**src/rtl/smdc_pkg.sv**
```systemverilog
// Shared types and constants for the sliding median deviation block.
package smdc_pkg;

	localparam int DATA_W = 32;
	localparam int COST_W = 42;
	localparam int SIZE_W = 11;
	localparam int ACC_W  = 43;

	localparam logic [SIZE_W-1:0] SIZE_RESET = SIZE_W'(3);

	typedef logic signed [DATA_W-1:0] data_t;

	// Operation applied by every cell of the sorted chain in the same cycle.
	typedef enum logic [1:0] {
		OP_HOLD,
		OP_REMOVE,
		OP_INSERT,
		OP_ROTATE
	} cell_op_t;

	typedef struct packed {
		cell_op_t op;
		data_t    key;
	} cell_ctrl_t;

	typedef enum logic [2:0] {
		ST_IDLE,
		ST_REMOVE,
		ST_INSERT,
		ST_SUM,
		ST_DONE
	} state_t;

endpackage

```
**src/rtl/smdc_cell.sv**
```systemverilog
// One cell of the sorted window chain: holds one value, shifts with its neighbours.
module smdc_cell import smdc_pkg::*; (
	input  logic       clk,
	input  cell_ctrl_t ctrl,
	input  logic       valid,
	input  logic       first,
	input  logic       wrap,
	input  data_t      left_val,
	input  logic       left_le,
	input  data_t      right_val,
	input  data_t      head_val,
	output data_t      val,
	output logic       le
);

	data_t val_q;
	data_t val_d;

	assign val = val_q;
	// A valid cell at or below the key stays in place on insertion.
	assign le = valid && (val_q <= ctrl.key);

	// Next value from the cell's own contents and its neighbours.
	always_comb begin
		val_d = val_q;
		case (ctrl.op)
			OP_REMOVE: begin
				if (valid && (val_q >= ctrl.key)) begin
					val_d = right_val;
				end
			end
			OP_INSERT: begin
				if (!le) begin
					val_d = (first || left_le) ? ctrl.key : left_val;
				end
			end
			OP_ROTATE: begin
				val_d = wrap ? head_val : right_val;
			end
			default: begin
				val_d = val_q;
			end
		endcase
	end

	always_ff @(posedge clk) begin
		val_q <= val_d;
	end

endmodule

```
**config.mk**
```make
export PLATFORM = sky130hd
export DESIGN_NAME = smdc_cell
export DESIGN_NICKNAME = d
export VERILOG_FILES = /design/src/rtl/smdc_pkg.sv /design/src/rtl/smdc_cell.sv
export SDC_FILE = /design/constraint.sdc
export NUM_CORES = 1
export LEC_CHECK = 0
export ABC_AREA = 1
export BUFFER_PORTS_ARGS = -buffer_cell sky130_fd_sc_hd__buf_2
export CORE_MARGIN = 1
export CORE_UTILIZATION = 48
export DETAILED_ROUTE_END_ITERATION = 7
export GPL_TIMING_DRIVEN = 0
export PLACE_DENSITY = 0.95
export SYNTH_ARGS = -nofsm -noshare
export SYNTH_HDL_FRONTEND = slang
export SYNTH_SLANG_ARGS = --single-unit
```
**constraint.sdc**
```tcl
create_clock -name clk -period 5.6 [get_ports clk]
set_input_delay 0.28 -clock clk [delete_from_list [all_inputs] [get_ports clk]]
set_output_delay 0.28 -clock clk [all_outputs]
set_load 0.01 [all_outputs]
```
==> reports/metrics.csv, run 1 <==
metric,value,unit
slew_headroom,13.2,%
dp_cells,618,
list_of_cells_traversed_by_the_critical_path,ha_1 > nand2_1 > nor2_2 > nand2_2 > nor4_4 > nand2_2 > nand2_2 > nand2_1 > nand3_1 > nand2_1 > nand2_1 > nand2_1 > inv_1,
largest_register_ff_count,32,
power.density_cell_area,200,nW/µm²
place_ws,2.54,ns
grt_pass1_wl,15.7,mm
actual_slew_at_the_worst_max_slew_pin,1.30,ns
ios,168,
yosys_warnings,0,
max_freq,0.324,GHz
initial_core_util,50.9,%
synth.largest_area_cell,edfxtp_1,
grt.total_usage,33.0,%
post_route_cells_drive_above_1_share,33.1,%
tritoncts,done,
final_util,68.6,%
wl_met2,5.20,mm
maximum_number_of_pins_on_one_net_before_global_route_repair,33,
syn_inst,380,
clock_tree_root_driver_cell,clkbuf_8,
worst-path-max-fanout,32,
route.final.wire_length,10.2,mm
ys_seq_elements,32,
max_cap_violations,0,
layout.cells.non_filler,625,
floorplan.die.width,79.3,µm
final.fill_count,507,
yosysUniqueCellTypes,21,
crit_end_element,flip-flop,
finalWeightedCongestion,0.861,
worst_path_largest_cell_delay,0.92,ns
syn_to_final_growth,34.7,%
fin_ws,2.51,ns
clock_skew,0.00797,ns
syn-num-nets,547,
final.min_clock_period,3.09,ns
holdBufCountCts,0,
htree_num_levels,2,
die_outline_area,6290,µm²
worstSetupStartpointType,flip-flop,
dpl_cell_area,3790,µm²
post-route-period-util,55.1,%
synth.cell_area,2870,µm²
max-clock-path-buffers,2,
vias_in_the_first_global_route,3496,
post_cts_resized,0,
layout_commonest_cell,buf_2,
final_area,3870,µm²
setup.worst_path.class,flip-flop to flip-flop,
crit_path_top_delay_cell,inv_1,
post_cts.repair.setup_buffers,0,
cp.required,5.50,ns
power.leakage,2.06,nW
post_synthesis_sequential_area_ratio,33.5,%
final-max-slew-violation-count,0,
timing.final.setup_violations,0,
routed.top_layer,met4,
worst_path_most_repeated_cell,nand2_1,
core-area,5640,µm²
fp-row-count,27,
antenna-diode-count,0,
worst_ep_arrival_time,2.98,ns
drtPass1Iterations,5,
routed_via_density,5.60,
numCtsBuffers,5,
m1WireLength,3.89,mm
remaining_design_rule_violation_count,0,
cts.sink_count,32,
final_antenna_net_count,0,
total_overflow_reported_by_the_global_router,0,
status,"complete, no violations",
setup_total_negative_slack,0,ns
route.met3.wl,771,µm
io_buffers,166,
insertion_delay,0.29,ns
reg2regPathDepth,13,
grt_antenna_before_repair,0,
clk_pin_slew_worst_setup_hold_paths,0.07,ns
synthesis.area_per_instance,7.55,µm²
final_cell_mix,"buf_2, inv_1, nand2_1, nor2_1, o21ai_0",
grt_setup_unrepaired,no,
hold_viol_final,0,
drt_iter0_drc,232,
synth_top_area_share,33.5,%
hpwl,7.86,mm
design.final.nets,720,
worst_hold_path.num_cells,3,
worst_ir_drop_vdd,0.106,mV
routed_wire_length_per_instance,16.3,µm
synth.area.top_cells,"edfxtp_1, ha_1, o221ai_1",
count_of_vias_placed_by_the_detailed_router,3501,
die_height,79.3,µm
hold_class,input port to flip-flop,
## worst paths after layout
check	start	end	slack, ns
max reg2reg	val[31]$_DFFE_PP_	val[16]$_DFFE_PP_	2.51
min reg2reg	val[31]$_DFFE_PP_	val[17]$_DFFE_PP_	1.78
max	val[31]$_DFFE_PP_	val[16]$_DFFE_PP_	2.51
min	right_val[3]	val[3]$_DFFE_PP_	0.31
## metal layers
layer | GRT usage, % | up-vias
met5 | 0 | -
met4 | 16.0 | 0
met3 | 6.32 | 32
met2 | 59.9 | 201
met1 | 36.6 | 1612
li1 | - | 1656
## where the power goes
group	switching (mW)	internal [mW]	total, mW
combinational	0.163	0.117	0.280
sequential	0.0156	0.302	0.318
clock	0.0911	0.0822	0.173
total	0.270	0.502	0.772
## worst max-delay path, delay by kind of cell (launching register included)
kind          cells  cell delay [ns]
fa+ha+maj         1             0.38
simple gates     11             0.97
buf+inv           1             0.92
flops             1             0.40
## cells by family (layout without fill, tap and decap cells)
| group | after synthesis | count (layout) | share of synthesized area (%) |
|---|---|---|---|
| fa+ha+maj | 32 | 32 | 13.9 |
| buf+inv | 92 | 265 | 12.2 |
| compound gates | 90 | 90 | 20.3 |
| simple gates | 134 | 134 | 20.1 |
| flops | 32 | 32 | 33.5 |
## metrics by stage
stage,total power [mW],hold WS [ns]
after floorplan,0.473,0.479
after detailed placement,0.599,0.591
after CTS,0.769,0.298
after global routing,0.818,0.312
after global placement,0.583,0.580
final,0.772,0.306
## Yosys cell counts
master,n
a21oi_1,15
o21ai_0,36
clkinv_1,1
nor2_1,46
o21ai_1,3
nor4_4,1
o21a_1,2
a21oi_2,2
nor2_2,1
inv_2,2
o221ai_1,31
inv_1,71
nand2_2,3
a21o_1,1
ha_1,32
nand2_1,47
clkbuf_1,15
nand3_1,34
edfxtp_1,32
buf_2,3
nand4_1,2
## final cells by class
cell class                      count  area (µm²)  share of cell area [%]
Multi-Input combinational cell    256        1560                    40.3
Sequential cell                    32         961                    24.8
Timing Repair Buffer              166         831                    21.5
Inverter                           74         278                    7.18
Tap cell                           72        90.1                    2.33
Buffer                             18        71.3                    1.84
Clock buffer                        5        68.8                    1.78
Clock inverter                      2        7.51                   0.194
Power figures use the tool's default switching activity.
==> inputs of run 2 (changes only) <==
--- a/config.mk
+++ b/config.mk
@@ -8,10 +8,10 @@
 export ABC_AREA = 1
 export BUFFER_PORTS_ARGS = -buffer_cell sky130_fd_sc_hd__buf_2
 export CORE_MARGIN = 1
-export CORE_UTILIZATION = 48
+export CORE_UTILIZATION = 45
 export DETAILED_ROUTE_END_ITERATION = 7
 export GPL_TIMING_DRIVEN = 0
-export PLACE_DENSITY = 0.95
+export PLACE_DENSITY = 0.94
 export SYNTH_ARGS = -nofsm -noshare
 export SYNTH_HDL_FRONTEND = slang
 export SYNTH_SLANG_ARGS = --single-unit
==> constraint.sdc (replaced) <==
create_clock -name clk -period 3 [get_ports clk]
set_input_delay 0.15 -clock clk [delete_from_list [all_inputs] [get_ports clk]]
set_output_delay 0.15 -clock clk [all_outputs]
set_load 0.01 [all_outputs]
==> run 2 against run 1 <==
Compared with the run above: maximum frequency up 14%; critical path depth down 1; sequential power up 86%; core utilization down 4.1 points; non-clock buffer count unchanged; global-route usage down 3.6 points; clock power up 90%; hold slack worse by 0.14 ns; count of clock-buffer cells in the layout up 2; sequential cell count unchanged; worst setup slack worse by 2.2 ns; register-to-register slack worse by 2.2 ns; critical endpoint is now val[6]$_DFFE_PP_; largest cell class unchanged.
==> reports/metrics.csv, run 2 (synthesized netlist as in run 1, its figures left out) <==
metric,value,unit
status,"complete, no violations",
worst_ep_arrival_time,2.64,ns
io_buffers,166,
final_antenna_net_count,0,
grt_antenna_before_repair,0,
max_freq,0.368,GHz
count_of_vias_placed_by_the_detailed_router,3376,
setup.worst_path.class,flip-flop to flip-flop,
antenna-diode-count,0,
final.fill_count,542,
timing.final.setup_violations,0,
grt.total_usage,29.4,%
initial_core_util,47.6,%
floorplan.die.width,81.9,µm
crit_start,val[31]$_DFFE_PP_,
core-area,6030,µm²
ios,168,
clk_pin_slew_worst_setup_hold_paths,0.07,ns
crit_path_top_delay_cell,clkinvlp_4,
clock_skew,0.0108,ns
cp_top_family,simple AND/OR/NAND/NOR gates,
list_of_cells_traversed_by_the_critical_path,ha_1 > nand2_1 > nor2_2 > nand2_2 > nor4_4 > nand2_2 > nand2_2 > nand2_1 > nand3_1 > nand3_1 > nand2_1 > clkinvlp_4,
critical_path_buf_inv_count,1,
largest_register_ff_count,32,
total_overflow_reported_by_the_global_router,0,
route.final.wire_length,9.83,mm
syn_to_final_growth,35.4,%
routed_wire_length_per_instance,15.6,µm
fp-row-count,28,
slew_headroom,52.3,%
hold_ws,0.164,ns
worst-path-max-fanout,16,
grt_pass1_wl,14.6,mm
final_util,64.5,%
worstSetupStartpointType,flip-flop,
hold_viol_final,0,
routed_via_density,5.36,
remaining_design_rule_violation_count,0,
grt_setup_unrepaired,no,
cp.required,2.92,ns
power.density_cell_area,371,nW/µm²
r2r-start,val[31]$_DFFE_PP_,
numCtsBuffers,5,
actual_slew_at_the_worst_max_slew_pin,0.716,ns
setup_total_negative_slack,0,ns
post_route_cells_drive_above_1_share,33.3,%
maximum_number_of_pins_on_one_net_before_global_route_repair,33,
drtPass1Iterations,5,
max_cap_violations,0,
total_power,1.44,mW
hold_start,right_val[3],
cts.sink_count,32,
layout_commonest_cell,buf_2,
insertion_delay,0.29,ns
die_height,81.9,µm
hpwl,7.61,mm
hold_class,input port to flip-flop,
drt_iter0_drc,194,
place_ws,-0.0939,ns
finalWeightedCongestion,0.871,
power.leakage,2.06,nW
die_outline_area,6700,µm²
holdBufCountCts,0,
clock_tree_root_driver_cell,clkbuf_8,
crit_end_element,flip-flop,
final_cell_mix,"buf_2, inv_1, nand2_1, nor2_1, o21ai_0",
worst_path_largest_cell_delay,0.43,ns
htree_num_levels,2,
final-max-slew-violation-count,0,
final.min_clock_period,2.72,ns
max-clock-path-buffers,2,
design.final.nets,721,
fin_ws,0.283,ns
tritoncts,done,
vias_in_the_first_global_route,3231,
post-route-period-util,90.6,%
worst_ir_drop_vdd,0.205,mV
[run 2: cell types whose count changed in the layout (fill, tap and decap cells not counted)]
cell and change:
clkinvlp_4 +2, inv_1 -1, clkinv_1 -1, clkbuf_1 +2
[run 2: area by class of cell]
class | count | area [µm²] | share of cell area (%)
buffer | 18 | 71.3 | 1.84
clock buffer | 7 | 76.3 | 1.96
clock inverter | 1 | 3.75 | 0.0966
inverter | 74 | 282 | 7.24
multi-input combinational | 256 | 1560 | 40.1
sequential | 32 | 961 | 24.7
tap | 75 | 93.8 | 2.41
timing repair buffer | 166 | 831 | 21.4
timing repair inverter | 1 | 7.51 | 0.193
[run 2: timing repair]
action | CTS | global route
resized for setup | 1 | 1
setup endpoints to repair | 32 | 32
buffers inserted | 0 | 0
cloned | 0 | 1
[run 2: power by group]
| group | internal, mW | switching, mW | total [mW] |
|---|---|---|---|
| combinational | 0.218 | 0.301 | 0.519 |
| clock | 0.162 | 0.167 | 0.329 |
| sequential | 0.563 | 0.0291 | 0.592 |
| total | 0.943 | 0.497 | 1.44 |
[run 2: metrics by stage]
step | instance area [µm²] | std cells
floorplan | 2870 | 380
global placement | 3790 | 621
detailed placement | 3790 | 621
CTS | 3880 | 629
global route | 3890 | 630
finish | 3890 | 630
[run 2: metal layers]
layer | share of wire (%) | global-route usage (%)
met1 | 40 | 33.7
met4 | 2.4 | 10.7
met3 | 8.0 | 7.22
met5 | 0 | 0
met2 | 50 | 52.6
[run 2: final timing paths]
| kind | to | slack (ns) | cells after the start |
|---|---|---|---|
| setup reg to reg | val[6]$_DFFE_PP_ | 0.28 | 12 |
| hold / removal | val[3]$_DFFE_PP_ | 0.16 | 3 |
| hold reg to reg | val[31]$_DFFE_PP_ | 1.51 | 7 |
| setup / recovery | val[6]$_DFFE_PP_ | 0.28 | 12 |
[run 2: worst reg2reg max path, cell delays in order, from the launching register on]
cell and delay (ns):
edfxtp_1 0.39, ha_1 0.38, nand2_1 0.11, nor2_2 0.15
nand2_2 0.09, nor4_4 0.17, nand2_2 0.11, nand2_2 0.07
nand2_1 0.04, nand3_1 0.09, nand3_1 0.08, nand2_1 0.22
clkinvlp_4 0.43
==> inputs of run 3 (changes only) <==
--- a/config.mk
+++ b/config.mk
@@ -8,10 +8,10 @@
 export ABC_AREA = 1
 export BUFFER_PORTS_ARGS = -buffer_cell sky130_fd_sc_hd__buf_2
 export CORE_MARGIN = 1
-export CORE_UTILIZATION = 45
+export CORE_UTILIZATION = 25
 export DETAILED_ROUTE_END_ITERATION = 7
 export GPL_TIMING_DRIVEN = 0
-export PLACE_DENSITY = 0.94
+export PLACE_DENSITY = 0.63
 export SYNTH_ARGS = -nofsm -noshare
 export SYNTH_HDL_FRONTEND = slang
 export SYNTH_SLANG_ARGS = --single-unit
==> run 3 against run 2 <==
Compared with the run above: clock skew hardly changed; maximum frequency grew 0.46%; global-route usage down 11 points; count of clock-buffer cells in the layout stayed put; clock power up 53%; register-to-register slack about the same; combinational power is essentially flat; hold slack gained 0.0064 ns; critical path depth stayed put; die area rose by 78%; via count is 2.2% lower; critical path type unchanged; largest cell class unchanged; largest power group unchanged.
==> reports/metrics.csv, run 3 (synthesized netlist as in run 1, its figures left out) <==
metric,value,unit
status,"complete, no violations",
drt_iter0_drc,197,
comb_power_share,32.2,%
hold_class,input port to flip-flop,
vias_in_the_first_global_route,3191,
ios,168,
die_outline_area,11900,µm²
setup.worst_path.class,flip-flop to flip-flop,
grt.total_usage,18.1,%
rrSetupSlack,0.30,ns
antenna-diode-count,0,
initial_core_util,26.0,%
final.min_clock_period,2.70,ns
p_seq_share,36.7,%
grt_pass1_wl,15.9,mm
post-route-period-util,90.1,%
power.leakage,2.09,nW
grt_setup_unrepaired,no,
final_antenna_net_count,0,
final-max-slew-violation-count,0,
final_cell_mix,"buf_2, inv_1, nand2_1, nor2_1, o21ai_0",
power_switching,0.532,mW
cp_top_family,simple AND/OR/NAND/NOR gates,
routed_wire_length_per_instance,15.8,µm
worst_path_largest_cell_delay,0.44,ns
power.density_cell_area,402,nW/µm²
worst-path-max-fanout,16,
clock_tree_root_driver_cell,clkbuf_16,
cp.required,2.89,ns
switching_share,32.9,%
die_height,109,µm
worst_ir_drop_vdd,0.237,mV
worst_ep_arrival_time,2.59,ns
drtPass1Iterations,4,
hpwl,8.56,mm
crit_end_element,flip-flop,
grt_antenna_before_repair,0,
max-clock-path-buffers,2,
slew_headroom,51.6,%
max_freq,0.370,GHz
largest_register_ff_count,32,
cellInternalPower,1.09,mW
layout.area.seq,961,µm²
floorplan.die.width,109,µm
post_route_cells_drive_above_1_share,33.3,%
hold_ws,0.170,ns
routed_via_density,4.75,
numCtsBuffers,5,
layout_commonest_cell,buf_2,
clk_pin_slew_worst_setup_hold_paths,0.06,ns
syn_to_final_growth,40.2,%
final_util,36.5,%
clock_skew,0.0105,ns
critical_path_buf_inv_count,1,
final.fill_count,1185,
multi_input_logic_area,1560,µm²
share_clk_of_total_power,31.1,%
timing.final.setup_violations,0,
actual_slew_at_the_worst_max_slew_pin,0.725,ns
core-area,11000,µm²
count_of_vias_placed_by_the_detailed_router,3303,
maximum_number_of_pins_on_one_net_before_global_route_repair,33,
htree_num_levels,2,
finalWeightedCongestion,0.812,
max_cap_violations,0,
setup_total_negative_slack,0,ns
fin_ws,0.296,ns
total_overflow_reported_by_the_global_router,0,
tritoncts,done,
route.final.wire_length,11.0,mm
hold_viol_final,0,
insertion_delay,0.28,ns
holdBufCountCts,0,
remaining_design_rule_violation_count,0,
fp-row-count,38,
list_of_cells_traversed_by_the_critical_path,ha_1 > nand2_1 > nor2_2 > nand2_2 > nor4_4 > nand2_2 > nand2_2 > nand2_1 > nand3_1 > nand3_1 > nand2_1 > clkinvlp_4,
design.final.nets,721,
place_ws,-0.158,ns
crit_path_top_delay_cell,clkinvlp_4,
io_buffers,166,
cts.sink_count,32,
worstSetupStartpointType,flip-flop,
==> run 3: final timing paths <==
| kind | to | start | cells past startpoint |
|---|---|---|---|
| worst max register to register | val[24]$_DFFE_PP_ | val[31]$_DFFE_PP_ | 12 |
| worst max-delay path | val[24]$_DFFE_PP_ | val[31]$_DFFE_PP_ | 12 |
| worst min-delay path | val[6]$_DFFE_PP_ | right_val[6] | 3 |
| worst min register to register | val[18]$_DFFE_PP_ | val[31]$_DFFE_PP_ | 7 |
==> run 3: area by class of cell <==
| type | count | share of cell area, % |
|---|---|---|
| Timing Repair Buffer | 166 | 20.6 |
| Multi-Input combinational cell | 256 | 38.8 |
| Clock buffer | 7 | 3.30 |
| Sequential cell | 32 | 23.9 |
| Clock inverter | 1 | 0.0933 |
| Buffer | 18 | 1.77 |
| Timing Repair inverter | 1 | 0.187 |
| Inverter | 74 | 7.00 |
| Tap cell | 140 | 4.35 |
==> run 3: what timing repair did <==
action | in CTS | in global routing
resized for setup | 1 | 1
setup buffers | 0 | 0
cloned | 0 | 1
endpoints found under the setup margin | 32 | 32
==> run 3: worst register-to-register path: stages, from the launching register on <==
cell	delay, ns
edfxtp_1	0.39
ha_1	0.38
nand2_1	0.11
nor2_2	0.15
nand2_2	0.09
nor4_4	0.17
nand2_2	0.11
nand2_2	0.07
nand2_1	0.05
nand3_1	0.09
nand3_1	0.07
nand2_1	0.19
clkinvlp_4	0.44
==> run 3: metrics by stage <==
step                std cells  total power, mW  area (µm²)
finish                    695             1.62        4020
global route              695             1.72        4020
detailed placement        686             1.12        3880
global placement          686             1.11        3880
floorplan                 380            0.883        2870
CTS                       694             1.63        4020
==> run 3: metal layers <==
metal	track usage, %	wire length [µm]
met5	0	0
met4	4.73	130
met3	3.77	818
met2	31.1	5180
met1	22.7	4840
==> run 3: power by group through the flow <==
stage          clock, mW  combinational [mW]  sequential (mW)
2_1_floorplan          0               0.259            0.624
3_3_place_gp           0               0.510            0.602
3_5_place_dp           0               0.519            0.605
4_1_cts            0.513               0.524            0.596
5_1_grt            0.528               0.588            0.601
6_report           0.503               0.522            0.594
